[src/trsf_ram.sv]
// Simple dual-port synchronous RAM with a registered read port.
module trsf_ram #(
  parameter int unsigned WIDTH = 8,
  parameter int unsigned DEPTH = 32
) (
  input  logic                     clk,
  input  logic                     we,
  input  logic [$clog2(DEPTH)-1:0] waddr,
  input  logic [WIDTH-1:0]         wdata,
  input  logic                     re,
  input  logic [$clog2(DEPTH)-1:0] raddr,
  output logic [WIDTH-1:0]         rdata
);

  logic [WIDTH-1:0] mem [DEPTH];
  logic [WIDTH-1:0] rdata_r;

  always_ff @(posedge clk) begin
    if (we) begin
      mem[waddr] <= wdata;
    end
    if (re) begin
      rdata_r <= mem[raddr];
    end
  end

  assign rdata = rdata_r;

endmodule

[config.mk]
export PLATFORM = sky130hd
export DESIGN_NAME = trsf_ram
export DESIGN_NICKNAME = d
export VERILOG_FILES = /design/src/trsf_ram.sv
export SDC_FILE = /design/constraint.sdc
export NUM_CORES = 1
export LEC_CHECK = 0
export ABC_AREA = 1
export BUFFER_PORTS_ARGS = -buffer_cell sky130_fd_sc_hd__buf_2
export CAP_MARGIN = 30
export CORE_ASPECT_RATIO = 1.25
export CORE_MARGIN = 5
export CORE_UTILIZATION = 45
export CTS_BUF_LIST = sky130_fd_sc_hd__clkbuf_4
export CTS_CLUSTER_DIAMETER = 30
export CTS_CLUSTER_SIZE = 16
export DETAILED_ROUTE_END_ITERATION = 6
export SLEW_MARGIN = 30
export SYNTH_ARGS = -nofsm -noshare
export SYNTH_HDL_FRONTEND = slang
export SYNTH_SLANG_ARGS = --single-unit
[constraint.sdc]
create_clock -name clk -period 1.8 [get_ports clk]
set_input_delay 0.54 -clock clk [delete_from_list [all_inputs] [get_ports clk]]
set_output_delay 0.54 -clock clk [all_outputs]
set_load 0.005 [all_outputs]
## Word-level counts from Yosys, hierarchy flattened

Memory sizes are Yosys's and may differ from the RTL's. A register that Yosys moved wholly into a read port is not among the register bits.
Cells that the tools add are included.

- Reductions and logical operators: 0
- Add/subtract/negate cells: 0
- Div/mod/pow operators: 0
- Equality and inequality tests: 0
- Magnitude comparators: 0
- Shifts and indexed selects: 0
- $mul: 0
- Bitwise logic cells: 0
- Mux-type cells: 2

Operator list:

| operator | number |
|---|---|
| 1-bit two-way mux | 2 |

- Bits of input ports: 21
- Word-level logic and storage cells: 3
- Flip-flop bits (word level): 0
- Latch bits: 0
- ROM bits: 0
- Output and inout port bits: 8
- Bits in writable memories: 256
- Memories: 1

Memory list:

| name | depth | bits a word | read ports | clocked after Yosys merged registers in | wr ports | RTL line | text |
|---|---|---|---|---|---|---|---|
| mem | 32 | 8 | 1 | 1 | 1 | 15 | `logic [WIDTH-1:0] mem [DEPTH];` |

## Longest topological paths before layout

- Depth in word-level cells: 2
- Depth in mapped cells: 11
- Depth with buffers taken out: 9

## Worst setup path after synthesis

Ideal clock, no wire load.

- Kind: input to register
- From: input port waddr[0]
- To: memory mem[0][0], enable pin
- Data required time: 1.430 ns
- Setup time: 0.370 ns
- Stages: 3
- Path buffers: 0
- Path slack: 0.226 ns
- Arrival time: 1.204 ns
- Path through: inv_1 -> nand3_1 -> nor2_1

RTL lines:

| element | RTL line | text |
|---|---|---|
| start: declaration | 8 | `input logic [$clog2(DEPTH)-1:0] waddr,` |
| end: declaration | 15 |  |

No word-level cell before the write port.

## Final worst setup path

- From: register rdata_r[0] (netlist: rdata[0]) (read register of mem)
- To: output port rdata[0]

RTL lines:

| element | RTL line | text |
|---|---|---|
| start: declaration | 16 | `logic [WIDTH-1:0] rdata_r;` |
| end: declaration | 12 | `output logic [WIDTH-1:0] rdata` |

No word-level cell between the ends.

==> out/metrics.yaml <==
cp.required_ns: 1.26
worst_slack_ns: -0.0645
min_path_type: "in2reg"
core_um2: 23800
fin_crit_ns: 1.86
cts_tree: "done"
p_comb_share_pct: 7.3
switching_share_pct: 24.0
portBuffers: 28
crit_chain: "buf_2"
syn_avg_cell_area_um2: 11.8
syn-cell-area_um2: 10900
grt_max_degree: 56
period_share_pct: 104
status: "finished, violations left"
clock_path_buffers: 3
slowest_stage: "edfxtp_1"
drt_iter0_markers: 667
tightest_slew_ns: 0.567
place_congestion: 0.805
firstDrtPassIters: 5
cts.clk_slew.worst_paths_ns: 0.13
switchingPower_mw: 2.92
io_pins: 29
die_h_um: 184
p_clk_share_pct: 36.1
start_util_pct: 45.6
cts-root-buf: "clkbuf_4"
placed_cell_area_um2: 11700
fmax_mhz: 536
layout-drive-gt1-share_pct: 15.7
path_buf_inv: 1
rsz0062_at_grt: "true"
cp_top_family: "flip-flops"
dp_hpwl_um: 15700
multi_input_area_um2: 2490
skew_ns: 0.0623
clk_latency_ns: 0.68
violations: "setup timing"
post-route-cell-area_um2: 12400
syn_nets: 943
grt_pass1_vias: 6780
max_cap_viol_count: 0
detail-route-antenna-nets: 0
final.setup.tns_ns: -0.160
grt-ovfl-total: 0
ys_ff_latch: 264
setup_viol: 4
yosysUniqueCellTypes: 11
wire_per_inst_um: 19.0
ys_warn_count: 0
routed_wl_um: 25800
p_int_mw: 9.23
crit_fanout: 1
vias_per_cell: 5.13
slowest_delay_ns: 0.48
layout.nets: 1024
criticalPathCategory: "reg2out"
cts.hold.buffers_added: 0
syn_inst: 922
route.detailed.drc: 0
n_fill_cell: 2147
ys_seq_area_share_pct: 73.0
timing_max_transition_violations_final: 0
maxSlewHeadroom_pct: 62.2
track_usage_pct: 19.0
p_seq_share_pct: 56.6
crit_path_start_kind: "flip-flop"
grt_antenna_before_repair: 1
vias: 6973
die_area_um2: 27400
p_leak_nw: 4.66
cp-end-kind: "output pin"
clock-sinks: 264
fp.dieW_um: 149
postLayoutCoreUtil_pct: 52.0
syn2layout_area_growth_pct: 13.8
num_rows: 63
instances_no_fill: 1360
hold_viol_final: 0
dp.cells: 1286
seq_area_um2: 7930
peakVddDrop_mv: 0.383
numCtsBuffers: 40
pwr_density_cell_nw_per_um2: 982
grt_first_pass_wirelength_um: 39700
cp.arrival_ns: 1.32
htreeDepth: 2
[worst paths after layout]
path,startpoint,endpoint,slack (ns),cells past startpoint
max reg2reg,mem[3][1]$_DFFE_PP_,rdata[1]$_DFFE_PP_,0.50,8
min reg2reg,mem[11][0]$_DFFE_PP_,rdata[0]$_DFFE_PP_,0.81,8
max,rdata[0]$_DFFE_PP_,rdata[0],-0.06,1
min,re,rdata[6]$_DFFE_PP_,0.24,1
[cells in the mapped netlist (all sizes together)]
cell,instances,area (um2)
buf,45,383
nand2,360,1350
edfxtp,264,7930
clkbuf,7,26.3
nand3,204,1020
nor2,32,120
inv,10,37.5
[state kept, by name, indices dropped and copies added, names as in the netlist]
register  flops
mem         256
rdata         8
[metrics by stage]
stage                     total power [mW]  setup WS [ns]  hold slack [ns]
after floorplan                       7.50          0.226            0.639
after CTS                             12.3         -0.103            0.203
final                                 12.1        -0.0645            0.242
after global routing                  12.6        -0.0916            0.204
after global placement                7.90         -0.117            0.839
after detailed placement              7.91         -0.112            0.827
[layout by cell type (no fill, tap or decap)]
master / n
buf_12: 19
buf_2: 27
buf_4: 45
bufinv_16: 5
clkbuf_4: 47
clkinv_1: 4
clkinv_2: 3
clkinv_4: 2
clkinvlp_4: 4
diode_2: 1
edfxtp_1: 264
inv_1: 8
inv_2: 3
inv_4: 1
inv_6: 3
inv_8: 3
nand2_1: 360
nand3_1: 204
nor2_1: 32
[cell type report]
cell class / instances / area share, %
diodes: 1 / 0.0202
repair buffers: 91 / 6.90
well taps: 325 / 3.29
multi-input cells: 596 / 20.1
flip-flops and latches: 264 / 64.1
inverters: 10 / 0.324
clock buffers: 47 / 2.85
clock inverters: 26 / 2.39
[power by group through the flow]
| stage | combinational [mW] | sequential, mW | clock (mW) |
|---|---|---|---|
| final | 0.888 | 6.88 | 4.38 |
| after global routing | 0.975 | 6.88 | 4.75 |
| after CTS | 0.896 | 6.88 | 4.49 |
| after detailed placement | 0.894 | 7.02 | 0 |
| after global placement | 0.886 | 7.02 | 0 |
| after floorplan | 0.493 | 7.01 | 0 |
[what timing repair did]
| item | CTS | global route |
|---|---|---|
| cloned | 0 | 0 |
| buffers inserted | 0 | 0 |
| endpoints found under the setup margin | 7 | 8 |
| gates resized for setup | 0 | 0 |
[cells by family (layout without fill, tap and decap cells)]
group         Yosys count  after routing  synth area share, %
buf+inv                62            174                 4.11
flops                 264            264                 73.0
other cells             0              1                    0
simple gates          596            596                 22.9
[layer usage]
metal	routed length [um]	track usage [%]	vias to the layer above	share of wire (%)
met3	1610	2.76	40	6.2
li1	-	-	3397	-
met2	12600	30.8	216	49
met5	0	0	-	0
met1	11000	26.9	3320	43
met4	650	5.90	0	2.5
Power figures use the tool's default switching activity.
