$ cat config.mk
export PLATFORM = sky130hd
export DESIGN_NAME = trsf_out_reg
export DESIGN_NICKNAME = d
export VERILOG_FILES = /design/src/trsf_pkg.sv /design/src/trsf_out_reg.sv
export SDC_FILE = /design/constraint.sdc
export NUM_CORES = 1
export LEC_CHECK = 0
export ABC_CLOCK_PERIOD_IN_PS = 18500
export BUFFER_PORTS_ARGS = -buffer_cell sky130_fd_sc_hd__buf_2
export CORE_AREA = 3 3 306 308
export CTS_CLUSTER_SIZE = 8
export DETAILED_ROUTE_END_ITERATION = 16
export DIE_AREA = 0 0 309 311
export GPL_ROUTABILITY_DRIVEN = 0
export PLACE_DENSITY = 0.34
export SLEW_MARGIN = 30
export SYNTH_ARGS = -nofsm -noshare
export SYNTH_HDL_FRONTEND = slang
export SYNTH_SLANG_ARGS = --single-unit
$ cat constraint.sdc
create_clock -name clk -period 18.5 [get_ports clk]
set_input_delay 0.925 -clock clk [delete_from_list [all_inputs] [get_ports clk]]
set_output_delay 0.925 -clock clk [all_outputs]
set_load 0.05 [all_outputs]
$ cat src/trsf_pkg.sv
// Shared constants and record types for the trace ring session filter.
package trsf_pkg;

  localparam int unsigned DEPTH  = 32;
  localparam int unsigned ADDR_W = $clog2(DEPTH);
  localparam int unsigned CNT_W  = ADDR_W + 1;
  localparam int unsigned LIM_W  = 6;

  localparam logic CMD_PUSH = 1'b0;
  localparam logic CMD_DUMP = 1'b1;

  localparam logic KIND_EVENT   = 1'b0;
  localparam logic KIND_SUMMARY = 1'b1;

  typedef struct packed {
    logic [63:0] session;
    logic [63:0] probe;
    logic [31:0] ev_type;
    logic [31:0] thread;
    logic [63:0] call;
    logic [63:0] time_ns;
  } trsf_event_t;

  typedef struct packed {
    logic             kind;
    trsf_event_t      ev;
    logic [LIM_W-1:0] match_count;
    logic [63:0]      drop_count;
    logic             last;
  } trsf_result_t;

endpackage

$ cat src/trsf_out_reg.sv
// Output register that holds one result until the receiver takes it.
module trsf_out_reg (
  input  logic                  clk,
  input  logic                  rst_n,
  input  logic                  load,
  input  trsf_pkg::trsf_result_t load_data,
  output logic                  ready,
  output logic                  out_valid,
  input  logic                  out_stall,
  output trsf_pkg::trsf_result_t out_data
);
  import trsf_pkg::*;

  logic         valid_r;
  logic         valid_nxt;
  trsf_result_t data_r;

  assign ready = !valid_r || !out_stall;

  always_comb begin
    valid_nxt = valid_r;
    if (ready) begin
      valid_nxt = load;
    end
  end

  always_ff @(posedge clk) begin
    if (!rst_n) begin
      valid_r <= 1'b0;
    end else begin
      valid_r <= valid_nxt;
    end
  end

  always_ff @(posedge clk) begin
    if (ready && load) begin
      data_r <= load_data;
    end
  end

  assign out_valid = valid_r;
  assign out_data  = data_r;

endmodule

### Yosys cells after proc, flatten, opt, wreduce, memory -nomap -nowiden

Cells that the tools add are included.

| storage, ports and cells | value |
|---|---|
| bits in registers | 393 |
| bits of input ports | 396 |
| word-level logic and storage cells | 15 |
| output and inout port bits | 394 |

| cells by class | value |
|---|---|
| reductions and logical operators | 4 |

Operators with widths:

| cell | count |
|---|---|
| $logic_not A1 Y1 | 2 |
| $logic_and A1 B1 Y1 | 1 |
| $logic_or A1 B1 Y1 | 1 |

### Logic depth before layout (Yosys ltp)

Gate-level depths: netlist (run 1).

| logic depth | value |
|---|---|
| depth after elaboration | 3 |
| gate-level depth with buffers | 2 |
| mapped depth without buffers | 2 |

### Worst setup path before layout (run 1)

No wires, ideal clock.

| path | value |
|---|---|
| path type | input-to-reg |
| start | input port out_stall |
| end | register data_r (netlist bit out_data[0]), enable pin |
| buffers on the path | 0 |
| data arrival time | 10206 ps |
| required time | 17696 ps |
| path slack | 7490 ps |
| stages | 2 |
| setup time | 804 ps |
| cells stage by stage | nand2_1 -> and2_1 |

| between the ends | value |
|---|---|
| word-level cells in the longest chain between the ends | 3 |

RTL lines:

| what | line | text |
|---|---|---|
| start: declaration | trsf_out_reg.sv:9 | `input logic out_stall,` |
| $logic_not A1 Y1 | trsf_out_reg.sv:18 | `assign ready = !valid_r \|\| !out_stall;` |
| $logic_or A1 B1 Y1 | trsf_out_reg.sv:18 |  |
| $logic_and A1 B1 Y1 | trsf_out_reg.sv:36 | `if (ready && load) begin` |
| end signal: assignment | trsf_out_reg.sv:37 | `data_r <= load_data;` |
| end: declaration | trsf_out_reg.sv:16 | `trsf_result_t data_r;` |

Every way passes these cells.
A chain may end at the register's enable or synchronous reset.

### Worst setup path after layout (run 1)

| path | value |
|---|---|
| start | input port out_stall |
| end | register data_r (netlist bit out_data[105]), enable pin |

The elaborated chain is that of the path after synthesis.

==> flow_summary.yaml, run 1 <==
outcome:
  status: "finished clean"
critical_path:
  cpPeakStageDelay_ns: 0.76
  timing.rr.end: "out_data[105]"
  ff2ff_setup_slack_ns: 15.10
  cp-start-kind: "input port"
  cp-end-kind: "flip-flop"
  cp-endpoint: "out_data[105]"
  crit_start: "out_stall"
  path_depth: 7
  critPathMaxFanout: 64
  worstReg2RegStart: "out_valid"
  cp_top_family: "buffers and inverters"
  path_cells: "buf_2 > nand2_1 > and2_4 > buf_4 > buf_4 > buf_4 > buf_16"
  cp_num_buf_inv: 5
  arrival_ns: 3.78
  crit_required_ns: 18.76
  slowest_stage: "buf_4"
  cp_common_cell: "buf_4"
  worstSetupPathType: "input port to flip-flop"
  ff2ff_path_depth: 6
timing:
  maxSlewViolCount: 0
  rsz0062_at_grt: "no"
  hold_viol_final: 0
  min_period_over_period: 0.190
  max_freq_mhz: 284
  layout_min_cycle_time_ns: 3.52
  setup_viol: 0
  clock_skew_ns: 0.00854
  tightest_slew_ns: 0.903
  fin_ws_ns: 14.98
  setup_tns_ns: 0
  max_slew_margin: 0.398
clocking:
  clkTransAtPathRegs_ns: 0.05
  cts_sinks: 393
  root_buffer: "clkbuf_16"
  postCtsHoldBufs: 0
  cts_buffer_depth: 3
  tritoncts: "yes"
  clk_latency_ns: 0.59
  cts_buffers: 55
  cts_resized: 0
  post_cts_buffers: 0
  cts_max_level: 2
synth:
  synth_seq_area_share: 0.998
  synth_seq_cells: 393
  synth.top_cells.by_area: "edfxtp_1 (100%), dfxtp_1 (0.17%), and2_1 (0.053%)"
  synth_edf_count: 392
  netlist_instances: 397
  avgSynthCellArea_um2: 29.8
  yosys.cell_types.count: 6
  yosys.area.top_type: "edfxtp_1"
  synth.most_common_cell: "edfxtp_1"
  async_flop_share: 0
  synth_area_um2: 11800
  dominantRegCellSynth: "edfxtp_1"
  syn_nets: 793
  yosys_warnings: 0
  synth_top_cell_area_share: 0.997
drt:
  detail_route.wirelength_um: 42000
  first_pass_iters: 4
  drtAntennaViolNets: 0
  wire_per_inst_um: 17.1
  drtIter0Drc: 491
  drc: 0
  via_count: 7378
  vias_per_cell: 3.00
floorplanning:
  die_area_um2: 96100
  start_util: 0.129
  die_w_um: 309
  core_area_um2: 91400
  die_y_um: 311
  ios: 790
  core.rowCount: 111
place:
  place_inst: 2377
  port_buffers: 789
  pre_cts_ws_ns: 13.62
  dp_hpwl_um: 33000
min_path:
  hp-class: "input port to flip-flop"
finish:
  drive_gt1_frac: 0.676
  stdcell_count: 2459
  nFillCells: 9796
  area_growth_pct: 60.0
  fin_nets: 1647
  ff_latch_area_um2: 11800
  post-route-util: 0.207
  multi_input_area_um2: 23.8
grt:
  grt_pass1_vias: 8025
  grt_max_degree: 73
  antenna_found_initial: 8
  grt_use_total: 0.0826
  grt_pass1_wl_um: 57000
  gr-total-overflow: 0
run:
  cap_viol_max_count: 0
power_and_ir_drop:
  leakage_nw: 7.71
  ir_drop_mv: 0.0591
  p_per_area_nw_per_um2: 120
-- how the worst min path moves through the flow --
stage | start | to | slack [ns] | cells past startpoint
after floorplan | out_valid | out_valid | 0.75 | 2
final | load_data[341] | out_data[341] | 0.50 | 1
after CTS | load_data[321] | out_data[321] | 0.42 | 1
after detailed placement | out_valid | out_valid | 0.53 | 2
after global routing | load_data[192] | out_data[192] | 0.44 | 1
after global placement | out_valid | out_valid | 0.53 | 2
-- per-stage QoR --
step | area [um^2] | hold slack, ns | total power, mW
2_1_floorplan | 11800 | 0.750 | 1.29
4_1_cts | 18800 | 0.418 | 2.32
3_3_place_gp | 17300 | 0.527 | 1.38
5_1_grt | 18900 | 0.440 | 2.37
3_5_place_dp | 17300 | 0.528 | 1.38
6_report | 18900 | 0.505 | 2.27
-- flip-flops by register name (all words and copies together) (netlist names) --
name and count:
out_data 392, out_valid 1
-- cell usage in the layout (no fill, tap or decap), drive strengths merged --
master	n
buf	797
edfxtp	392
clkbuf	71
diode	7
nand2	1
a21oi	1
nor2b	1
and2	1
bufinv	1
dfxtp	1
-- worst reg2reg max path: stages, from the launching register on --
cell	delay, ns
dfxtp_1	0.32
nand2_1	0.09
and2_4	0.38
buf_4	0.68
buf_4	0.80
buf_4	0.46
buf_16	0.30
-- final cells by class --
| cell class | instances | share of cell area |
|---|---|---|
| diodes | 7 | 0.000927 |
| clock buffers | 71 | 0.0783 |
| clock inverters | 1 | 0.00159 |
| flip-flops and latches | 393 | 0.624 |
| repair buffers | 797 | 0.215 |
| well taps | 1186 | 0.0785 |
| multi-input cells | 4 | 0.00126 |
-- metal layers --
layer	GRT usage	part of all wire	up-vias
li1	-	-	3335
met1	0.0742	0.31	3525
met2	0.157	0.55	443
met3	0.0359	0.11	75
met4	0.0369	0.030	0
met5	0	0	-
-- kinds of logic (layout without fill, tap and decap cells) --
group,count (synthesis),after routing,share of synthesized area
buffers and inverters,0,869,0
DFF,393,393,0.998
and+or+nand+nor,3,3,0.00138
other,0,7,0
AOI/OAI and AO/OA,1,1,0.000423
-- where the power goes --
part / internal, mW / switching, mW
registers: 1.04 / 0.0136
logic: 0.0643 / 0.237
clock network: 0.558 / 0.355
(Power assumes the default switching activity.)
==> run 2, diff against run 1 <==
ABC_CLOCK_PERIOD_IN_PS = 3700   (was 18500)
CORE_AREA = 3 3 302 304   (was 3 3 306 308)
DIE_AREA = 0 0 305 307   (was 0 0 309 311)
clock period = 3.7 ns   (was 18.5 ns; I/O delays follow)
==> flow_summary.yaml, run 2 (synthesis results as in run 1) <==
timing:
  layout_min_cycle_time_ns: 1.90
  clock_skew_ns: 0.0107
  setup_viol: 0
  max_slew_margin: 0.476
  max_freq_mhz: 527
  min_period_over_period: 0.512
  maxSlewViolCount: 0
  hold_viol_final: 0
  rsz0062_at_grt: "no"
  tightest_slew_ns: 0.786
clocking:
  post_cts_buffers: 0
  cts_buffers: 55
  cts_resized: 0
  cts_sinks: 393
  clkTransAtPathRegs_ns: 0.05
  postCtsHoldBufs: 395
  tritoncts: "yes"
  clk_latency_ns: 0.59
  cts_max_level: 2
  cts_buffer_depth: 3
  root_buffer: "clkbuf_16"
finish:
  final_cell_mix: "buf_2 (789), dlygate4sd3_1 (395), edfxtp_1 (392)"
  final_common_cell: "buf_2"
  largest_reg_flops: 392
  drive_gt1_frac: 0.520
  fin_nets: 2053
  stdcell_count: 2840
  area_growth_pct: 93.8
  post-route-util: 0.259
floorplanning:
  die_area_um2: 93600
  die_w_um: 305
  core_area_um2: 88500
  core.rowCount: 109
  start_util: 0.133
  die_y_um: 307
  ios: 790
critical_path:
  worstSetupPathType: "flip-flop to flip-flop"
  arrival_ns: 2.14
  cp_top_family: "simple AND/OR/NAND/NOR gates"
  worstReg2RegStart: "out_valid"
  ff2ff_setup_slack_ns: 1.80
  cp-start-kind: "flip-flop"
  ff2ff_path_depth: 3
  critPathMaxFanout: 42
  cp-end-kind: "flip-flop"
  cpPeakStageDelay_ns: 0.62
  crit_required_ns: 3.95
  path_cells: "nand2_8 > and2_4 > buf_4"
  cp_num_buf_inv: 1
  slowest_stage: "and2_4"
  timing.rr.end: "out_data[278]"
grt:
  grt_use_total: 0.0921
  antenna_found_initial: 5
  gr-total-overflow: 0
  grt_max_degree: 62
  grt_pass1_vias: 10300
  grt_pass1_wl_um: 64400
drt:
  detail_route.wirelength_um: 44800
  first_pass_iters: 4
  drc: 0
  via_count: 9021
  drtIter0Drc: 350
  wire_per_inst_um: 15.8
  vias_per_cell: 3.18
  drtAntennaViolNets: 0
place:
  place_inst: 2370
  dp_hpwl_um: 33700
  port_buffers: 789
min_path:
  min_path_cells: 2
  min_to: "out_data[247]"
  hp-class: "input port to flip-flop"
  hp-start: "load_data[247]"
power_and_ir_drop:
  leakage_nw: 9.41
  p_per_area_nw_per_um2: 512
  ir_drop_mv: 0.371
run:
  cap_viol_max_count: 0
outcome:
  status: "finished clean"
## run 2: cell types whose count changed in the layout (fill, tap and decap cells not counted), sizes merged
cell / change
buf: +11
dlygate4sd3: +395
diode: -4
## run 2: metrics by stage
stage | area, um^2 | worst slack, ns | power, mW | setup TNS [ns] | hold WS [ns]
finish | 22900 | 1.80 | 11.7 | 0 | 0.298
global route | 22900 | 1.63 | 12.2 | 0 | 0.246
CTS | 22900 | 1.69 | 12.0 | 0 | 0.221
detailed placement | 17400 | 1.69 | 6.92 | 0 | 0.363
global placement | 17400 | 1.76 | 6.93 | 0 | 0.362
floorplan | 11800 | -0.0480 | 6.37 | -18.80 | 0.284
## run 2: layer usage
layer	part of all wire	vias up	wire, um	global-route usage
met1	0.33	4290	14900	0.0883
li1	-	4144	-	-
met5	0.00029	-	13	0
met2	0.54	501	24400	0.175
met3	0.089	84	3980	0.0335
met4	0.035	2	1570	0.0418
## run 2: power breakdown
group	switching (mW)	internal [mW]
registers	0.0664	5.22
logic	1.27	0.602
clock network	1.76	2.79
total	3.09	8.61
## run 2: how the worst max path moves through the flow
stage / cells after the start / from / slack [ns] / to
2_1_floorplan: 2 / out_valid / -0.05 / out_data[0]
3_3_place_gp: 3 / out_valid / 1.76 / out_data[29]
3_5_place_dp: 3 / out_valid / 1.69 / out_data[29]
4_1_cts: 3 / out_valid / 1.69 / out_data[294]
5_1_grt: 3 / out_valid / 1.63 / out_data[278]
6_report: 3 / out_valid / 1.80 / out_data[278]
## run 2: area by class of cell
cell class / count / area [um^2]
Fill cell: 9171 / 65600
Sequential cell: 393 / 11800
Timing Repair Buffer: 1203 / 8080
Clock buffer: 71 / 1480
Tap cell: 1165 / 1460
Multi-Input combinational cell: 4 / 40.0
Clock inverter: 1 / 30.0
Antenna cell: 3 / 7.51
